`src/design/lru_key_value_cache_assert.svh`:
```
// ----------------------------------------------------------------------------
// LRU key-value cache assertion macros
// Shared property wrappers for the cache's concurrent checks.
// ----------------------------------------------------------------------------
`ifndef LRU_KEY_VALUE_CACHE_ASSERT_SVH
`define LRU_KEY_VALUE_CACHE_ASSERT_SVH

// same-cycle implication, disabled during reset
`define LKVC_ASSERT_NOW(label, clk, rst_n, ante, cons) \
  label: assert property (@(posedge clk) disable iff (!rst_n) (ante) |-> (cons)) \
    else $error("lkvc: same-cycle check failed");

// next-cycle implication, disabled during reset
`define LKVC_ASSERT_NEXT(label, clk, rst_n, ante, cons) \
  label: assert property (@(posedge clk) disable iff (!rst_n) (ante) |=> (cons)) \
    else $error("lkvc: next-cycle check failed");

`endif

```
`src/design/lkvc_pkg.sv`:
```
// ----------------------------------------------------------------------------
// LRU key-value cache package
// Sizes, payload structs, state and command types shared by the cache.
// ----------------------------------------------------------------------------
`default_nettype none

package lkvc_pkg;

  localparam int unsigned ENTRIES   = 16;
  localparam int unsigned IDX_W     = (ENTRIES > 1) ? $clog2(ENTRIES) : 1;
  localparam int unsigned RANK_W    = IDX_W;
  localparam int unsigned CNT_W     = $clog2(ENTRIES + 1);
  localparam int unsigned KEY_W     = 32;
  localparam int unsigned VAL_W     = 64;
  localparam int unsigned CFG_W     = 5;
  localparam int unsigned CAP_RESET = 16;

  typedef enum logic {
    OP_GET = 1'b0,
    OP_SET = 1'b1
  } op_e;

  typedef struct packed {
    op_e                     op;
    logic [KEY_W-1:0]        key;
    logic signed [VAL_W-1:0] value;
  } in_item_t;

  typedef struct packed {
    logic                    hit;
    logic signed [VAL_W-1:0] read_value;
    logic                    evicted;
  } out_item_t;

  // one stored entry in the key/value memory
  typedef struct packed {
    logic [KEY_W-1:0]        key;
    logic signed [VAL_W-1:0] value;
  } entry_t;

  typedef enum logic [1:0] {
    ST_IDLE,
    ST_SCAN,
    ST_UPDATE
  } state_e;

  typedef enum logic [1:0] {
    LRU_NONE,
    LRU_TOUCH,
    LRU_INSERT
  } lru_op_e;

  typedef struct packed {
    lru_op_e           op;
    logic [IDX_W-1:0]  slot;
    logic [RANK_W-1:0] rank;   // rank of slot before a touch
    logic              evict;  // insert replaces a valid entry
  } lru_cmd_t;

  typedef struct packed {
    logic              valid;
    logic [RANK_W-1:0] rank;
    logic [CNT_W-1:0]  occ;
  } lru_stat_t;

endpackage

`default_nettype wire

```
`src/design/lkvc_ram.sv`:
```
// ----------------------------------------------------------------------------
// LKVC simple dual-port RAM
// One write port, one read port, registered read data.
// ----------------------------------------------------------------------------
`default_nettype none

module lkvc_ram #(
  parameter int unsigned WIDTH = 8,
  parameter int unsigned DEPTH = 16
) (
  input  wire logic                     clk_i,
  input  wire logic                     we_i,
  input  wire logic [$clog2(DEPTH)-1:0] wr_addr_i,
  input  wire logic [WIDTH-1:0]         wr_data_i,
  input  wire logic                     rd_en_i,
  input  wire logic [$clog2(DEPTH)-1:0] rd_addr_i,
  output logic      [WIDTH-1:0]         rd_data_o
);

  logic [WIDTH-1:0] mem [DEPTH];

  always_ff @(posedge clk_i) begin
    if (we_i) begin
      mem[wr_addr_i] <= wr_data_i;
    end
  end

  always_ff @(posedge clk_i) begin
    if (rd_en_i) begin
      rd_data_o <= mem[rd_addr_i];
    end
  end

endmodule

`default_nettype wire

```
`src/design/lkvc_lru.sv`:
```
// ----------------------------------------------------------------------------
// LKVC recency tracker
// Valid flags, recency ranks and occupancy; touch and insert updates.
// ----------------------------------------------------------------------------
`default_nettype none

module lkvc_lru
  import lkvc_pkg::*;
(
  input  wire logic             clk_i,
  input  wire logic             rst_ni,
  input  wire lru_cmd_t         cmd_i,
  input  wire logic [IDX_W-1:0] scan_idx_i,
  output lru_stat_t             stat_o
);

  logic              valid_q [ENTRIES];
  logic              valid_d [ENTRIES];
  logic [RANK_W-1:0] rank_q  [ENTRIES];
  logic [RANK_W-1:0] rank_d  [ENTRIES];
  logic [CNT_W-1:0]  occ_q, occ_d;

  always_comb begin
    occ_d = occ_q;
    for (int i = 0; i < ENTRIES; i++) begin
      valid_d[i] = valid_q[i];
      rank_d[i]  = rank_q[i];
      unique case (cmd_i.op)
        LRU_TOUCH: begin
          // entries more recent than the touched one age by one
          if (IDX_W'(i) == cmd_i.slot) begin
            rank_d[i] = '0;
          end else if (valid_q[i] && (rank_q[i] < cmd_i.rank)) begin
            rank_d[i] = rank_q[i] + RANK_W'(1);
          end
        end
        LRU_INSERT: begin
          if (IDX_W'(i) == cmd_i.slot) begin
            valid_d[i] = 1'b1;
            rank_d[i]  = '0;
          end else if (valid_q[i]) begin
            rank_d[i] = rank_q[i] + RANK_W'(1);
          end
        end
        default: ;
      endcase
    end
    if ((cmd_i.op == LRU_INSERT) && !cmd_i.evict) begin
      occ_d = occ_q + CNT_W'(1);
    end
  end

  always_ff @(posedge clk_i or negedge rst_ni) begin
    if (!rst_ni) begin
      for (int i = 0; i < ENTRIES; i++) begin
        valid_q[i] <= 1'b0;
        rank_q[i]  <= '0;
      end
      occ_q <= '0;
    end else begin
      for (int i = 0; i < ENTRIES; i++) begin
        valid_q[i] <= valid_d[i];
        rank_q[i]  <= rank_d[i];
      end
      occ_q <= occ_d;
    end
  end

  assign stat_o.valid = valid_q[scan_idx_i];
  assign stat_o.rank  = rank_q[scan_idx_i];
  assign stat_o.occ   = occ_q;

endmodule

`default_nettype wire

```
`src/design/lru_key_value_cache.sv`:
```
// A new item is taken only once the current one's update has fired; the key
//   memory's single read port is scanned one entry per cycle before the update.
// Reset: valid flags, recency ranks and occupancy clear at once, capacity returns
//   to 16; key/value memory contents are left as they are (no clearing pass).
// ----------------------------------------------------------------------------
// LRU key-value cache
// Fully associative get/set store with least-recently-used replacement.
// ----------------------------------------------------------------------------
`default_nettype none

`include "lru_key_value_cache_assert.svh"

module lru_key_value_cache
  import lkvc_pkg::*;
(
  input  wire logic             clk_i,
  input  wire logic             rst_ni,
  // configuration: capacity register
  input  wire logic             cfg_valid_i,
  output logic                  cfg_ready_o,
  input  wire logic [CFG_W-1:0] cfg_wdata_i,
  // request channel
  input  wire logic             in_valid_i,
  output logic                  in_stall_o,
  input  wire in_item_t         in_data_i,
  // result channel
  output logic                  out_valid_o,
  input  wire logic             out_stall_i,
  output out_item_t             out_data_o
);

  // --------------------------------------------------------------------------
  // Control state
  // --------------------------------------------------------------------------
  state_e            state_q, state_d;
  logic [IDX_W-1:0]  cnt_q;        // index whose memory data is on rd_data
  in_item_t          item_q;
  logic [CFG_W-1:0]  cap_q;

  // scan results
  logic              found_q;
  logic [IDX_W-1:0]  found_idx_q;
  logic [RANK_W-1:0] found_rank_q;
  logic [VAL_W-1:0]  found_val_q;
  logic              have_victim_q;
  logic [IDX_W-1:0]  victim_q;
  logic [RANK_W-1:0] victim_rank_q;
  logic              have_free_q;
  logic [IDX_W-1:0]  free_q;

  // output register
  logic              out_valid_q;
  out_item_t         out_q;

  // memory and tracker hookup
  logic              rd_en;
  logic [IDX_W-1:0]  rd_addr;
  entry_t            rd_data;
  logic              we;
  logic [IDX_W-1:0]  wr_addr;
  entry_t            wr_data;
  lru_cmd_t          lru_cmd;
  lru_stat_t         stat;

  logic              in_xfer;
  logic              upd_fire;
  logic              scan_last;
  logic              match;
  logic [CNT_W-1:0]  eff_cap;
  logic              evict;
  logic              ins;
  out_item_t         result;

  assign cfg_ready_o = 1'b1;
  assign in_stall_o  = (state_q != ST_IDLE);
  assign in_xfer     = in_valid_i && !in_stall_o;
  assign out_valid_o = out_valid_q;
  assign out_data_o  = out_q;

  // the update waits only for the output register to be free
  assign upd_fire  = (state_q == ST_UPDATE) && !(out_valid_q && out_stall_i);
  assign scan_last = (cnt_q == IDX_W'(ENTRIES - 1));
  assign match     = stat.valid && (rd_data.key == item_q.key);

  // capacity clamps to 1..ENTRIES
  always_comb begin
    if (cap_q == '0) begin
      eff_cap = CNT_W'(1);
    end else if (32'(cap_q) > ENTRIES) begin
      eff_cap = CNT_W'(ENTRIES);
    end else begin
      eff_cap = CNT_W'(cap_q);
    end
  end

  // a set that misses inserts; it evicts when occupancy has reached capacity
  assign ins   = !found_q && (item_q.op == OP_SET);
  assign evict = ins && (stat.occ >= eff_cap);

  // --------------------------------------------------------------------------
  // Key/value memory and recency tracker
  // --------------------------------------------------------------------------
  lkvc_ram #(
    .WIDTH ($bits(entry_t)),
    .DEPTH (ENTRIES)
  ) u_ram (
    .clk_i     (clk_i),
    .we_i      (we),
    .wr_addr_i (wr_addr),
    .wr_data_i (wr_data),
    .rd_en_i   (rd_en),
    .rd_addr_i (rd_addr),
    .rd_data_o (rd_data)
  );

  lkvc_lru u_lru (
    .clk_i      (clk_i),
    .rst_ni     (rst_ni),
    .cmd_i      (lru_cmd),
    .scan_idx_i (cnt_q),
    .stat_o     (stat)
  );

  // --------------------------------------------------------------------------
  // Next state
  // --------------------------------------------------------------------------
  always_comb begin
    state_d = state_q;
    unique case (state_q)
      ST_IDLE:   if (in_xfer)   state_d = ST_SCAN;
      ST_SCAN:   if (scan_last) state_d = ST_UPDATE;
      ST_UPDATE: if (upd_fire)  state_d = ST_IDLE;
      default:   state_d = ST_IDLE;
    endcase
  end

  // --------------------------------------------------------------------------
  // Outputs of the sequencer: memory ports, tracker command, result
  // --------------------------------------------------------------------------
  always_comb begin
    rd_en        = 1'b0;
    rd_addr      = '0;
    we           = 1'b0;
    wr_addr      = found_idx_q;
    wr_data.key   = item_q.key;
    wr_data.value = item_q.value;
    lru_cmd.op    = LRU_NONE;
    lru_cmd.slot  = found_idx_q;
    lru_cmd.rank  = found_rank_q;
    lru_cmd.evict = evict;
    unique case (state_q)
      ST_IDLE: begin
        // entry 0 is fetched on the transfer edge
        rd_en   = 1'b1;
        rd_addr = '0;
      end
      ST_SCAN: begin
        rd_en   = !scan_last;
        rd_addr = cnt_q + IDX_W'(1);
      end
      ST_UPDATE: begin
        if (upd_fire) begin
          if (found_q) begin
            lru_cmd.op = LRU_TOUCH;
            we         = (item_q.op == OP_SET);
          end else if (ins) begin
            lru_cmd.op   = LRU_INSERT;
            lru_cmd.slot = evict ? victim_q : free_q;
            wr_addr      = evict ? victim_q : free_q;
            we           = 1'b1;
          end
        end
      end
      default: ;
    endcase
  end

  always_comb begin
    result.hit        = found_q;
    result.read_value = (found_q && (item_q.op == OP_GET)) ? found_val_q : '0;
    result.evicted    = evict;
  end

  // --------------------------------------------------------------------------
  // Registers
  // --------------------------------------------------------------------------
  always_ff @(posedge clk_i or negedge rst_ni) begin
    if (!rst_ni) begin
      state_q     <= ST_IDLE;
      cap_q       <= CFG_W'(CAP_RESET);
      out_valid_q <= 1'b0;
    end else begin
      state_q <= state_d;
      if (cfg_valid_i && cfg_ready_o) begin
        cap_q <= cfg_wdata_i;
      end
      if (upd_fire) begin
        out_valid_q <= 1'b1;
      end else if (!out_stall_i) begin
        out_valid_q <= 1'b0;
      end
    end
  end

  // payload and scan bookkeeping
  always_ff @(posedge clk_i) begin
    if (in_xfer) begin
      item_q        <= in_data_i;
      cnt_q         <= '0;
      found_q       <= 1'b0;
      have_victim_q <= 1'b0;
      have_free_q   <= 1'b0;
    end else if (state_q == ST_SCAN) begin
      cnt_q <= cnt_q + IDX_W'(1);
      if (match) begin
        found_q      <= 1'b1;
        found_idx_q  <= cnt_q;
        found_rank_q <= stat.rank;
        found_val_q  <= rd_data.value;
      end
      // oldest valid entry so far is the eviction candidate
      if (stat.valid && (!have_victim_q || (stat.rank > victim_rank_q))) begin
        have_victim_q <= 1'b1;
        victim_q      <= cnt_q;
        victim_rank_q <= stat.rank;
      end
      // lowest-numbered empty slot
      if (!stat.valid && !have_free_q) begin
        have_free_q <= 1'b1;
        free_q      <= cnt_q;
      end
    end
    if (upd_fire) begin
      out_q <= result;
    end
  end

  // --------------------------------------------------------------------------
  // Assertions
  // --------------------------------------------------------------------------
  `LKVC_ASSERT_NEXT(a_xfer_starts_scan, clk_i, rst_ni, in_xfer,
                    (state_q == ST_SCAN) && (cnt_q == '0))
  `LKVC_ASSERT_NEXT(a_update_loads_out, clk_i, rst_ni, upd_fire,
                    out_valid_q && (state_q == ST_IDLE))
  `LKVC_ASSERT_NOW(a_evict_has_victim, clk_i, rst_ni, upd_fire && evict, have_victim_q)
  `LKVC_ASSERT_NOW(a_insert_has_free, clk_i, rst_ni, upd_fire && ins && !evict, have_free_q)
  `LKVC_ASSERT_NOW(a_occ_bounded, clk_i, rst_ni, 1'b1, 32'(stat.occ) <= ENTRIES)

endmodule

`default_nettype wire
```
`config.mk`:
```
export PLATFORM = sky130hd
export DESIGN_NAME = lru_key_value_cache
export DESIGN_NICKNAME = d
export VERILOG_FILES = /design/src/design/lkvc_pkg.sv /design/src/design/lkvc_ram.sv /design/src/design/lkvc_lru.sv /design/src/design/lru_key_value_cache.sv
export VERILOG_INCLUDE_DIRS = /design/src /design/src/design
export SDC_FILE = /design/constraint.sdc
export NUM_CORES = 2
export LEC_CHECK = 0
export BUFFER_PORTS_ARGS = -buffer_cell sky130_fd_sc_hd__buf_2
export CORE_MARGIN = 5
export CORE_UTILIZATION = 44
export DETAILED_ROUTE_END_ITERATION = 16
export PLACE_DENSITY = 0.6
export SLEW_MARGIN = 20
export SYNTH_ARGS = -nofsm -noshare
export SYNTH_HDL_FRONTEND = slang
export SYNTH_SLANG_ARGS = --single-unit
```
`constraint.sdc`:
```
create_clock -name clk_i -period 16.1 [get_ports clk_i]
set_input_delay 3.22 -clock clk_i [delete_from_list [all_inputs] [get_ports clk_i]]
set_output_delay 3.22 -clock clk_i [all_outputs]
set_load 0.005 [all_outputs]
```
Yosys cells after proc, flatten, opt, wreduce, memory -nomap -nowiden:

Memories as Yosys holds them, arrays and structs flattened. A register that Yosys moved wholly into a read port is not among the register bits.
Cells that the tools add are included.
W data, S select, Z words.

* memory bits (writable): 1536
* logic and storage cells: 342
* input bits: 107
* memories kept: 1
* register bits after elaboration: 347
* output and inout bits: 69

* muxes and demuxes: 112
* reduce and logical (&&, ||, !) cells: 79
* bitwise logic cells: 3
* equality and inequality tests: 57
* magnitude comparators: 20
* add/sub/neg operators: 18

Memories
* u_ram.mem: depth 16, bits a word 96, rd ports 1, clocked after memory_dff 1, write ports 1, RTL line lkvc_ram.sv:20 `logic [WIDTH-1:0] mem [DEPTH];`

Operator list (count)
* $mux W4: 73
* $pmux W4 S2: 16
* $ne A3 B1 Y1 const B: 32
* $add A4 B1 Y4 const B: 17
* $lt A4 B4 Y1: 16
* $reduce_and A3 Y1: 20
* $reduce_and A2 Y1: 19
* $eq A32 B32 Y1: 1
* $eq A4 B4 Y1 const A: 8
* $logic_and A1 B1 Y1: 26
* $mux W6: 3
* $bmux W4 S4: 1
* $eq A3 B4 Y1 const A: 4
* $mux W1: 10
* $mux W5: 2
* $eq A2 B4 Y1 const A: 2
* $logic_not A1 Y1: 8
* $mux W2: 4
* $ne A2 B2 Y1 const B: 3
* $pmux W2 S3: 1
* $add A5 B1 Y5 const B: 1
* $ge A5 B5 Y1: 1
* $ge A5 B5 Y1 const B: 1
* $gt A5 B5 Y1 const B: 1
* other kinds (15): 19

Depth between registers and ports, before layout:

* depth in word-level cells: 13
* depth in mapped cells: 13
* gate-level depth less buffers: 11

Hierarchy:

A second synthesis with hierarchy kept.

* cells, all modules: 3582
* area total of the unflattened synthesis: 75931.6 µm²

Modules (own cells, without submodules)
* lkvc_ram: area an instance 60319.1 µm², times used 1, cells each 2460
* lru_key_value_cache: area an instance 9216.3 µm², times used 1, cells each 482
* lkvc_lru: area an instance 6396.1 µm², times used 1, cells each 640

Worst setup path after synthesis:

OpenSTA, ideal clock, no wires.

* kind: input -> register
* from: input out_stall_i
* to: memory u_ram.mem[12][0] in the netlist's numbering, enable pin
* data arrival time: 14212 ps
* required time: 15431 ps
* library setup time: 669 ps
* setup slack: 1219 ps
* stages: 3
* buffers on the path: 0
* path through: a21oi_1 -> nand2_1 -> nor3_1

* cells in the longest elaborated chain, start to end: 7

Ends and longest elaborated chain
* start, declared: RTL line lru_key_value_cache.sv:28 `input wire logic out_stall_i,`
* $logic_and A1 B1 Y1 *: RTL line lru_key_value_cache.sv:81 `assign upd_fire = (state_q == ST_UPDATE) && !(out_valid_q && out_stall_i);`
* $logic_not A1 Y1 *: RTL line lru_key_value_cache.sv:81
* $logic_and A1 B1 Y1 *: RTL line lru_key_value_cache.sv:81
* $mux W1: RTL line lru_key_value_cache.sv:162 `if (upd_fire) begin`
* $mux W1: RTL line lru_key_value_cache.sv:151 `unique case (state_q)`
* $mux W1: RTL line lkvc_ram.sv:23 `if (we_i) begin`
* $mux W1 (not written as such): RTL line lkvc_ram.sv:24 `mem[wr_addr_i] <= wr_data_i;`
* end, declared: RTL line lkvc_ram.sv:20

Every way passes the cells marked *; elsewhere a longest branch is shown, timed or not.

Worst setup path in the final report:

* from: input out_stall_i
* to: memory u_ram.mem[14][46] in the netlist's numbering, enable pin

The elaborated chain is that of the path after synthesis.

==> impl_metrics.py <==
metrics = {
    "outcome": {
        "outcome": "finished, final reports clean",
    },
    "route": {
        "wl_per_cell_um": 25.2,
        "drc": 0,
        "ant_nets": 0,
        "avgViaCountPerCell": 5.63,
        "vias": 41300,
        "drt-total-wl_um": 184000,
        "dr.pass1.iters": 5,
        "drt_iter0_drc": 3264,
    },
    "sta": {
        "clock_skew_ps": 44.6,
        "period_share": 0.413,
        "hold_violations": 0,
        "slew_headroom": 0.124,
        "maxSlewViolCount": 0,
        "rsz0062_at_grt": "false",
        "fin_crit_ps": 6650,
        "clock.fmax_mhz": 150,
        "tightest_slew_ps": 1310,
        "finalSetupTns_ps": 0,
        "setup-violations-final": 0,
    },
    "global_route": {
        "antenna_found_initial": 6,
        "first_global_vias": 41000,
        "grt_pass1_wl_um": 274000,
        "grt_max_degree": 173,
        "overflow": 0,
        "grt_usage": 0.195,
    },
    "critical_path": {
        "r2r_cells": 13,
        "crit_arrival_ps": 7090,
        "r2r-end": "u_ram.mem[14][46]$_DFFE_PP_",
        "cp-end-kind": "flip-flop",
        "reg2reg_from": "cap_q[2]$_DFFE_PN0P_",
        "path_class": "primary input to flip-flop",
        "startpoint_type": "primary input",
        "cp.required_ps": 16540,
        "cp_max_fo": 50,
        "r2r_slack_ps": 10690,
    },
    "synth": {
        "yosysWarnings": 0,
        "syn_area_per_cell_sq_um": 17.0,
        "synth.cell_area_sq_um": 78500,
        "ys_ff_latch": 1979,
        "synth-edff-count": 1879,
        "synth_fp_nets": 4807,
        "ys.flop_type": "edfxtp_1",
        "ys_seq_area_frac": 0.750,
        "async_reset_ff_frac": 0.0470,
        "ys_types": 69,
        "syn_inst": 4623,
    },
    "finish": {
        "fin_util": 0.497,
        "layout_commonest_cell": "edfxtp_1",
        "nets": 4988,
        "area_growth_pct": 12.7,
        "final_cell_mix": "edfxtp_1, nand2_1, mux2i_1, a211oi_1, clkbuf_16",
        "drive_above_1_share": 0.145,
        "fillCellCount": 14700,
    },
    "placement": {
        "numPortBuffers": 174,
        "dpl.hpwl_um": 96700,
        "gp_congestion": 0.803,
    },
    "clock_network": {
        "clk_path_buf_depth": 3,
        "cts.sinks": 1979,
        "post_cts_resized": 0,
        "cts_tree": "built",
        "clk_pin_slew_ps": 60,
        "root_buffer": "clkbuf_16",
        "clock_latency_ps": 840,
        "ctsHoldBuffers": 0,
        "htreeDepth": 4,
        "cts_setup_buffers": 0,
        "cts_inserted_buffers": 200,
    },
    "floorplan": {
        "core.rowCount": 155,
        "core_sq_um": 178000,
        "dieArea_sq_um": 187000,
        "die_h_um": 432,
        "start_util": 0.441,
        "die_w_um": 432,
        "ioPinCount": 176,
    },
    "pwr": {
        "leakagePower_nw": 30.0,
        "ir_worst_vdd_v": 0.000230,
        "powerDensity_nw_per_um2": 183,
    },
    "min_path": {
        "hold_class": "flip-flop to flip-flop",
        "hold-path-cell-count": 0,
        "hold_end": "found_val_q[12]$_DFFE_PP_",
        "min-delay-start": "u_ram.rd_data_o[12]$_DFFE_PP_",
    },
    "job": {
        "maxCapViolations": 0,
    },
}
==> sequential cells by signal, indices dropped and copies added (netlist names) <==
signal and count:
cap_q 5, cnt_q 4, found_idx_q 4, found_q 1, found_rank_q 4, found_val_q 64, free_q 4, have_free_q 1
have_victim_q 1, item_q 97, out_data_o 66, out_valid_o 1, state_q 2, u_lru.occ_q 5, u_lru.rank_q 64, u_lru.valid_q 16
u_ram.mem 1536, u_ram.rd_data_o 96, victim_q 4, victim_rank_q 4
==> per-stage QoR <==
| step | instances | instance area, sq um | hold slack (ps) | power, mW | worst slack, ps |
|---|---|---|---|---|---|
| 2_1_floorplan | 4623 | 78500 | 400 | 10.2 | 1220 |
| 3_3_place_gp | 6957 | 82000 | 404 | 11.8 | 8760 |
| 3_5_place_dp | 6957 | 82000 | 405 | 11.9 | 8630 |
| 4_1_cts | 7322 | 88500 | 383 | 16.4 | 9520 |
| 5_1_grt | 7322 | 88500 | 401 | 17.0 | 9300 |
| 6_report | 7324 | 88500 | 386 | 16.2 | 9450 |
==> worst max-delay path: stages <==
cell	delay (ps)
buf_2	150
nand2_1	190
nand3b_4	170
inv_4	240
nand3b_1	130
mux2i_2	340
or2_0	410
nand3_1	330
nor2_4	170
buf_4	790
buf_4	850
==> layer usage <==
| metal | global-route usage | wire length (um) | up-vias |
|---|---|---|---|
| li1 | - | - | 18600 |
| met1 | 0.271 | 81300 | 21400 |
| met3 | 0.0294 | 8570 | 227 |
| met5 | 0 | 0 | - |
| met2 | 0.329 | 91300 | 1029 |
| met4 | 0.0438 | 3240 | 0 |
==> synthesized netlist by cell type, drive strengths merged (2+ instances only) <==
cell type,instances,area [sq um]
and2,72,450
dfrtp,92,2300
a211oi,288,2160
xnor2,4,35.0
nand3b,9,80.1
a311oi,98,858
o21bai,16,120
xor2,39,342
nor2,46,175
o31ai,3,22.5
a21oi,125,626
o22ai,17,178
or2,4,25.0
nand4,13,81.3
nand2b,30,195
o221ai,5,43.8
mux2,10,113
a21o,34,255
nor3,26,145
a32o,4,40.0
clkbuf,155,582
a31oi,108,676
nand4b,8,70.1
nor4,8,50.1
o311ai,16,140
nand2,470,1760
ha,77,963
nand3,35,180
a31o,7,61.3
inv,33,126
buf,114,691
nor2b,194,1210
edfxtp,1879,56400
a22o,5,43.8
mux2i,403,4070
and2b,2,20.0
nor3b,5,63.8
mux4,121,2730
dfxtp,7,140
o21ai,27,139
and3,4,25.0
==> worst max path at each step <==
stage                 from                          end
2_1_floorplan  out_stall_i   u_ram.mem[12][0]$_DFFE_PP_
3_3_place_gp   out_stall_i  u_ram.mem[14][47]$_DFFE_PP_
3_5_place_dp   out_stall_i  u_ram.mem[14][47]$_DFFE_PP_
4_1_cts        out_stall_i  u_ram.mem[14][47]$_DFFE_PP_
5_1_grt        out_stall_i  u_ram.mem[14][45]$_DFFE_PP_
6_report       out_stall_i  u_ram.mem[14][46]$_DFFE_PP_
==> report_power, final <==
part	leakage (nW)	switching [mW]	internal [mW]
logic	8.65	3.25	1.94
clock network	3.15	1.95	2.61
registers	18.2	0.315	6.17
==> logic make-up (layout without fill, tap and decap cells) <==
group,Yosys count,after routing,synth area share
DFF,1979,1979,0.750
and+or+nand+nor,928,928,0.0580
AOI/OAI and AO/OA,759,759,0.0690
muxes,534,534,0.0880
buffers and inverters,302,646,0.0178
adders and majority gates,77,77,0.0123
xor gates and xnor gates,43,43,0.00480
other,1,3,0.0000478
==> layout make-up <==
class,instances,area [sq um],share of cell area
Clock buffer,252,5300,0.0599
Clock inverter,113,1170,0.0133
Tap cell,2355,2950,0.0333
Inverter,33,126,0.00143
Multi-Input combinational cell,2342,18400,0.208
Timing Repair Buffer,248,1620,0.0183
Antenna cell,2,5.00,0.0000566
Sequential cell,1979,58900,0.666
No activity file was read; power rests on OpenSTA's default activity.
